<file path="config.mk">
export PLATFORM = sky130hd
export DESIGN_NAME = euler_totient
export DESIGN_NICKNAME = d
export VERILOG_FILES = /design/src/design/eul_pkg.sv /design/src/design/eul_divider.sv /design/src/design/euler_totient.sv
export SDC_FILE = /design/constraint.sdc
export NUM_CORES = 1
export LEC_CHECK = 0
export ABC_AREA = 1
export BUFFER_PORTS_ARGS = -buffer_cell sky130_fd_sc_hd__buf_2
export CORE_ASPECT_RATIO = 0.9
export CORE_UTILIZATION = 45
export CTS_CLUSTER_DIAMETER = 150
export DETAILED_ROUTE_END_ITERATION = 12
export PLACE_DENSITY = 0.63
export SLEW_MARGIN = 20
export SYNTH_ARGS = -nofsm -noshare
export SYNTH_HDL_FRONTEND = slang
export SYNTH_SLANG_ARGS = --single-unit
export TNS_END_PERCENT = 10
</file>
<file path="constraint.sdc">
create_clock -name clock -period 7.1 [get_ports clock]
set_input_delay 1.42 -clock clock [delete_from_list [all_inputs] [get_ports clock]]
set_output_delay 1.42 -clock clock [all_outputs]
set_load 0.01 [all_outputs]
</file>
<file path="src/design/eul_pkg.sv">
// eul_pkg: shared constants for the totient block.
// Used by eul_divider and euler_totient; no dependencies.
package eul_pkg;

   // Default width of the input value and of the result word.
   localparam int unsigned VALUE_BITS_DEF = 31;

   // First trial divisor.
   localparam int unsigned FIRST_DIVISOR = 2;

endpackage

</file>
<file path="src/design/eul_divider.sv">
// eul_divider: restoring unsigned divider, one quotient bit per cycle.
// Depends on eul_pkg for the default width.
module eul_divider #(
   parameter int unsigned W = eul_pkg::VALUE_BITS_DEF
) (
   input  logic         clock,
   input  logic         reset,
   input  logic         go,
   input  logic [W-1:0] dividend,
   input  logic [W-1:0] divisor,
   output logic         busy,
   output logic         done,
   output logic [W-1:0] quotient,
   output logic [W-1:0] remainder
);
   import eul_pkg::*;

   localparam int unsigned CW = $clog2(W + 1);

   logic [CW-1:0] cnt_ff;
   logic          done_ff;
   logic [W-1:0]  rem_ff;
   logic [W-1:0]  quo_ff;
   logic [W-1:0]  div_ff;

   logic [W:0]    shifted;
   logic [W:0]    trial;
   logic          fits;

   // partial remainder shifted left, next dividend bit brought down
   always_comb begin
      shifted = {rem_ff, quo_ff[W-1]};
      trial   = shifted - {1'b0, div_ff};
      fits    = (shifted >= {1'b0, div_ff});
   end

   always_ff @(posedge clock) begin
      if (reset) begin
         cnt_ff  <= '0;
         done_ff <= 1'b0;
      end else begin
         done_ff <= 1'b0;
         if (go) begin
            cnt_ff <= CW'(W);
         end else if (cnt_ff != '0) begin
            cnt_ff <= cnt_ff - CW'(1);
            if (cnt_ff == CW'(1)) begin
               done_ff <= 1'b1;
            end
         end
      end
   end

   always_ff @(posedge clock) begin
      if (go) begin
         rem_ff <= '0;
         quo_ff <= dividend;
         div_ff <= divisor;
      end else if (cnt_ff != '0) begin
         quo_ff <= {quo_ff[W-2:0], fits};
         rem_ff <= fits ? trial[W-1:0] : shifted[W-1:0];
      end
   end

   assign busy      = (cnt_ff != '0);
   assign done      = done_ff;
   assign quotient  = quo_ff;
   assign remainder = rem_ff;

endmodule

</file>
<file path="src/design/euler_totient.sv">
// euler_totient: Euler's totient of one word by trial division.
// Depends on eul_pkg and eul_divider.
//
//  channel  | ports                         | handshake
//  ---------+-------------------------------+-------------------------------------
//  request  | start, busy, req_n_value      | word taken when start=1 and busy=0
//  response | rsp_valid, rsp_totient        | one-cycle strobe, cannot be stalled
//
// Work: every trial step is one division on the shared divider, and a new
//   division is issued only after the previous one is done. Worst case near
//   46341 divisions for 31-bit primes. The single bit-serial divider sets the
//   time per word.
// Reset: synchronous, active high; returns to idle, drops busy and rsp_valid.
// Stalls: none on the response side; busy stays high until the result strobe.
module euler_totient #(
   parameter int unsigned VALUE_BITS = eul_pkg::VALUE_BITS_DEF
) (
   input  logic                  clock,
   input  logic                  reset,
   input  logic                  start,
   output logic                  busy,
   input  logic [VALUE_BITS-1:0] req_n_value,
   output logic                  rsp_valid,
   output logic [VALUE_BITS-1:0] rsp_totient
);
   import eul_pkg::*;

   localparam int unsigned W = VALUE_BITS;

   // State names what the outstanding division computes.
   //   S_TRY   : rest / d   (loop test d <= rest/d, and divisibility)
   //   S_SCALE : acc / d    (acc *= (d-1)/d is acc - acc/d, exact here)
   //   S_STRIP : rest / d   (keep dividing d out while it divides)
   //   S_LAST  : acc / rest (leftover prime)
   typedef enum logic [2:0] {
      S_IDLE,
      S_TRY,
      S_SCALE,
      S_STRIP,
      S_LAST
   } state_type;

   state_type     state_ff;
   logic [W-1:0]  rest_ff;
   logic [W-1:0]  acc_ff;
   logic [W-1:0]  d_ff;
   logic [W-1:0]  d_in;
   logic          go_ff;
   logic [W-1:0]  opa_ff;
   logic [W-1:0]  opb_ff;
   logic          rsp_valid_ff;
   logic [W-1:0]  rsp_totient_ff;

   logic          div_busy;
   logic          div_done;
   logic [W-1:0]  div_quo;
   logic [W-1:0]  div_rem;

   eul_divider #(
      .W (W)
   ) u_div (
      .clock     (clock),
      .reset     (reset),
      .go        (go_ff),
      .dividend  (opa_ff),
      .divisor   (opb_ff),
      .busy      (div_busy),
      .done      (div_done),
      .quotient  (div_quo),
      .remainder (div_rem)
   );

   // d never exceeds sqrt(n) when stepped, so d+1 cannot wrap
   assign d_in = d_ff + W'(1);

   always_ff @(posedge clock) begin
      if (reset) begin
         state_ff     <= S_IDLE;
         go_ff        <= 1'b0;
         rsp_valid_ff <= 1'b0;
      end else begin
         go_ff        <= 1'b0;
         rsp_valid_ff <= 1'b0;
         unique case (state_ff)
            S_IDLE: begin
               if (start) begin
                  rest_ff  <= req_n_value;
                  acc_ff   <= req_n_value;
                  d_ff     <= W'(FIRST_DIVISOR);
                  opa_ff   <= req_n_value;
                  opb_ff   <= W'(FIRST_DIVISOR);
                  go_ff    <= 1'b1;
                  state_ff <= S_TRY;
               end
            end
            S_TRY: begin
               if (div_done) begin
                  priority if (d_ff > div_quo) begin
                     // d*d > rest: trial loop over
                     if (rest_ff > W'(1)) begin
                        opa_ff   <= acc_ff;
                        opb_ff   <= rest_ff;
                        go_ff    <= 1'b1;
                        state_ff <= S_LAST;
                     end else begin
                        rsp_totient_ff <= acc_ff;
                        rsp_valid_ff   <= 1'b1;
                        state_ff       <= S_IDLE;
                     end
                  end else if (div_rem == '0) begin
                     // d divides: take out one factor now, scale acc next
                     rest_ff  <= div_quo;
                     opa_ff   <= acc_ff;
                     opb_ff   <= d_ff;
                     go_ff    <= 1'b1;
                     state_ff <= S_SCALE;
                  end else begin
                     d_ff     <= d_in;
                     opa_ff   <= rest_ff;
                     opb_ff   <= d_in;
                     go_ff    <= 1'b1;
                     state_ff <= S_TRY;
                  end
               end
            end
            S_SCALE: begin
               if (div_done) begin
                  acc_ff   <= acc_ff - div_quo;
                  opa_ff   <= rest_ff;
                  opb_ff   <= d_ff;
                  go_ff    <= 1'b1;
                  state_ff <= S_STRIP;
               end
            end
            S_STRIP: begin
               if (div_done) begin
                  if (div_rem == '0) begin
                     rest_ff <= div_quo;
                     opa_ff  <= div_quo;
                     opb_ff  <= d_ff;
                     go_ff   <= 1'b1;
                  end else begin
                     d_ff     <= d_in;
                     opa_ff   <= rest_ff;
                     opb_ff   <= d_in;
                     go_ff    <= 1'b1;
                     state_ff <= S_TRY;
                  end
               end
            end
            S_LAST: begin
               if (div_done) begin
                  rsp_totient_ff <= acc_ff - div_quo;
                  rsp_valid_ff   <= 1'b1;
                  state_ff       <= S_IDLE;
               end
            end
            default: begin
               state_ff <= S_IDLE;
            end
         endcase
      end
   end

   assign busy        = (state_ff != S_IDLE);
   assign rsp_valid   = rsp_valid_ff;
   assign rsp_totient = rsp_totient_ff;

   // divider is only kicked when idle
   a_go_idle: assert property (@(posedge clock) disable iff (reset)
      go_ff |-> !div_busy)
      else $error("divider issued while still running");

   // every result follows a finished division
   a_rsp_after_div: assert property (@(posedge clock) disable iff (reset)
      rsp_valid_ff |-> $past(div_done))
      else $error("result strobe without a finished division");

   // an accepted word always starts a division next cycle
   a_accept_go: assert property (@(posedge clock) disable iff (reset)
      (start && !busy) |=> (go_ff && busy))
      else $error("accepted word did not start the divider");

   // trial divisor never below two while working
   a_d_min: assert property (@(posedge clock) disable iff (reset)
      busy |-> (d_ff >= W'(FIRST_DIVISOR)))
      else $error("trial divisor below two");

   // strobe lasts exactly one cycle
   a_strobe_one: assert property (@(posedge clock) disable iff (reset)
      rsp_valid_ff |=> !rsp_valid_ff)
      else $error("result strobe longer than one cycle");

endmodule
</file>
==> impl_table.tex <==
\begin{tabular}{lr}
\hline
Metric & Value \\
\hline
\multicolumn{2}{l}{\textbf{Critical path}} \\
\quad Critical path peak fanout & 49 \\
\quad Crit path capture type & flop \\
\quad Reg2reg start & d\_ff[28] \\
\quad Number of cells on the worst reg-to-reg path & 13 \\
\quad Minimum setup slack among reg-to-reg paths & 3040 ps \\
\quad WP data arrival & 4210 ps \\
\quad Capture instance of the worst register-to-register path & d\_ff[6] \\
\quad Path type of the worst setup path & flop to flop \\
\quad Required arrival time at the worst endpoint & 7240 ps \\
\quad Startpoint kind of the worst setup timing path & flop \\
\multicolumn{2}{l}{\textbf{Floorplanning}} \\
\quad Number of top-level pins & 67 \\
\quad Horiz. Die Dim & 219.0 microns \\
\quad Die footprint & 43190 sq um \\
\quad Core Region & 41750 sq um \\
\quad Site row count & 71 \\
\quad Die extent in y & 197.3 microns \\
\quad Effective utilization at floorplan & 45.66\% \\
\multicolumn{2}{l}{\textbf{Clocking}} \\
\quad CTS tree & done \\
\quad Clk root buf & clkbuf\_16 \\
\quad Clock slew at reported path FFs & 60 ps \\
\quad TritonCTS sink count & 290 \\
\quad Number of hold buffers added after cts & 0 \\
\quad CTS H-tree depth & 2 \\
\quad Max clock buf depth & 3 \\
\quad Count of cells resized by post-cts repair & 0 \\
\quad Clock latency on the worst-skew pair & 540 ps \\
\quad Buffers inserted during post-CTS setup optimization & 0 \\
\quad CTS buffer count & 35 \\
\multicolumn{2}{l}{\textbf{Power and ir drop}} \\
\quad Switching share of power & 47.89\% \\
\quad Worst VDD drop & 285.0 uV \\
\quad Pwr per Cell Area & 491.2 nW/um\^{}2 \\
\quad Logic gate share of total power & 52.9\% \\
\quad Design internal power & 5.351 mW \\
\quad Leakage power of the design & 9.122 nW \\
\quad Sw Pwr & 4.917 mW \\
\quad Seq pwr share & 30.0\% \\
\quad Clock group share of total power & 17.1\% \\
\multicolumn{2}{l}{\textbf{Finish}} \\
\quad Count of placed standard cells in the final layout, fillers left out & 3088 \\
\quad P\&R area growth vs syn & 9.655\% \\
\quad Final nets & 2648 \\
\quad Number of antenna diodes & 0 \\
\quad Ratio of cells with drive above 1 in the final layout & 6.572\% \\
\multicolumn{2}{l}{\textbf{Detailed routing}} \\
\quad Via density & 5.666 \\
\quad Drt total wl & 63910 microns \\
\quad Iteration count of the initial detailed-routing pass & 8 \\
\quad Average wire per cell in the routed design & 20.69 microns \\
\quad Remaining design rule violation count & 0 \\
\quad Post-detailed-route count of antenna-violating nets & 0 \\
\quad Detailed Route Iter0 Violations & 1863 \\
\quad Via count of the routed design & 17500 \\
\multicolumn{2}{l}{\textbf{Synthesis}} \\
\quad Cell type contributing the most total cell area after synthesis & edfxtp\_1 \\
\quad Post-synth net total & 2613 \\
\quad Number of instances in the synthesized netlist & 2481 \\
\quad Count of flip-flops with a built-in enable after synthesis & 248 \\
\quad Count leader, synth & nand2\_1 \\
\quad Cell types with the highest counts after synthesis & nand2\_1, edfxtp\_1, inv\_1 \\
\quad Synth Warn \# & 0 \\
\quad Fraction of the yosys area taken by sequential cells & 43.48\% \\
\quad Mean cell area of the mapped netlist & 7.684 sq um \\
\quad Netlist Area Pre-Place & 19060 sq um \\
\quad Most used flip-flop cell after synthesis & edfxtp\_1 \\
\quad Fraction of registers with async set or reset after synthesis & 0\% \\
\quad Top post-synthesis cells by area & edfxtp\_1, nand2\_1, ha\_1 \\
\quad Register bit total from synthesis & 290 \\
\quad Post-synth cell types & 48 \\
\quad Area share of the leading cell type in the synthesized netlist & 39.07\% \\
\multicolumn{2}{l}{\textbf{Min path}} \\
\quad Destination of the worst hold path & u\_div.div\_ff[18] \\
\quad Worst Hold Path Cells & 0 \\
\quad Worst hold start & opb\_ff[18] \\
\quad Worst Hold Class & flop to flop \\
\multicolumn{2}{l}{\textbf{STA}} \\
\quad Final Hold Fails & 0 \\
\quad Setup repair after global routing missed its margin & false \\
\quad Final setup violation count & 0 \\
\quad Setup Total Neg Slack & 0 ps \\
\quad Final Critical Period & 4063 ps \\
\quad Maximum achievable frequency & 246.1 MHz \\
\quad Part of the cycle the worst path needs & 57.22\% \\
\quad Slew HR & 31.46\% \\
\quad Actual slew at the worst max-slew pin & 1028 ps \\
\quad Slew Limit Fails & 0 \\
\quad Final Skew & 25.46 ps \\
\multicolumn{2}{l}{\textbf{Status}} \\
\quad Status & finished clean \\
\multicolumn{2}{l}{\textbf{Global route}} \\
\quad Total Routing Usage GR & 29.73\% \\
\quad Number of antenna violations at the first check in global routing & 0 \\
\quad First-pass GRT wire length & 97570 microns \\
\quad Largest net degree at the start of global routing & 90 \\
\quad Met2 track demand over resource & 43.37\% \\
\quad Via count of the first global-routing pass & 16340 \\
\quad Grt total ovfl & 0 \\
\quad Fraction of met1 tracks used by global routing & 44.31\% \\
\quad Met3 layer usage reported by global route & 5.866\% \\
\quad Global route hottest layer & met1 \\
\multicolumn{2}{l}{\textbf{Place}} \\
\quad Post-detail-place hpwl & 47160 microns \\
\quad I/O Buffers & 66 \\
\quad RePlAce Congestion & 1.020 \\
\quad Number of instances in the placed design & 3025 \\
\multicolumn{2}{l}{\textbf{Job}} \\
\quad Max capacitance violation total & 0 \\
\hline
\end{tabular}
## per-layer routing
metal,up-vias,wire [microns]
met2,836,26810
met5,-,0
met1,8192,28990
li1,8366,-
met4,0,1819
met3,103,6282
## sequential cells by signal (all words and copies together) (netlist names)
signal,cells
go_ff,1
u_div.div_ff,31
rsp_totient,31
rsp_valid,1
d_ff,31
state_ff,3
u_div.remainder,31
acc_ff,31
u_div.done,1
opa_ff,31
rest_ff,31
u_div.cnt_ff,5
u_div.quotient,31
opb_ff,31
## area by class of cell
cell class,count,area [sq um]
sequential,290,8292
timing repair buffer,86,500.5
clock inverter,11,107.6
tap,547,684.4
clock buffer,51,975.9
fill,4183,20850
multi-input combinational,1850,9393
inverter,253,950.9
## power by group through the flow
stage | logic (mW) | clock network (mW) | registers, mW
3_3_place_gp | 5.26 | 0 | 3.08
6_report | 5.43 | 1.75 | 3.08
4_1_cts | 5.34 | 1.77 | 3.07
5_1_grt | 6.05 | 1.83 | 3.14
3_5_place_dp | 5.29 | 0 | 3.10
2_1_floorplan | 3.87 | 0 | 2.94
## per-stage QoR
stage	hold slack, ps	util (%)	setup WS [ps]	power, mW	area [sq um]
after global routing	418.9	50.07	2846	11.02	20900
after global placement	403.3	47.40	3206	8.337	19790
after detailed placement	404.5	47.40	3151	8.391	19790
after CTS	413.3	50.00	3136	10.18	20880
after floorplan	400.3	-	3364	6.813	19060
final	410.0	50.07	3037	10.27	20900
## critical path, stage by stage (launching register included)
cell and delay [ps]:
edfxtp_1 510, ha_1 360, a21oi_1 130, nor2_1 50
nor2_1 120, nand2_1 100, a21oi_1 270, nand2_2 110
nand2_4 440, nor2_8 140, inv_2 270, nand3_1 130
inv_2 270, buf_4 700
## cell usage in the layout (no fill, tap or decap), drive strengths merged, types with 2 or more instances in the layout
cell type  synthesis  layout
nand2            834     834
o21ai            194     194
fa                 2       2
a221oi             2       2
or2               17      17
a31oi             10      10
nor2             172     172
clkinv             3      11
dfxtp             42      42
o21a               7       7
xnor2             35      35
nand3            215     215
edfxtp           248     248
inv              250     250
buf               42      86
xor2              29      29
a21o               7       7
a22oi             29      29
nor4              14      14
o21bai             5       5
nor3              33      33
clkbuf            46      51
ha                96      96
nand3b            11      11
o211ai            10      10
nand4             26      26
bufinv             0       2
a21oi             96      96
## worst max path at each step
stage                       start              to
2_1_floorplan               reset  rsp_totient[0]
3_3_place_gp   u_div.quotient[30]      rest_ff[8]
3_5_place_dp   u_div.quotient[30]      rest_ff[9]
4_1_cts        u_div.quotient[30]     rest_ff[21]
5_1_grt        u_div.quotient[30]         d_ff[2]
6_report                 d_ff[28]         d_ff[6]
## cells by family after synthesis
logic type                 Yosys count  share of synthesized area [%]
buffers and inverters              341                          7.377
xor gates and xnor gates            64                          2.940
and+or+nand+nor                   1325                          29.18
adders and majority gates           98                          6.511
DFF                                290                          43.48
AOI/OAI and AO/OA                  363                          10.51
Power figures use the tool's default switching activity.
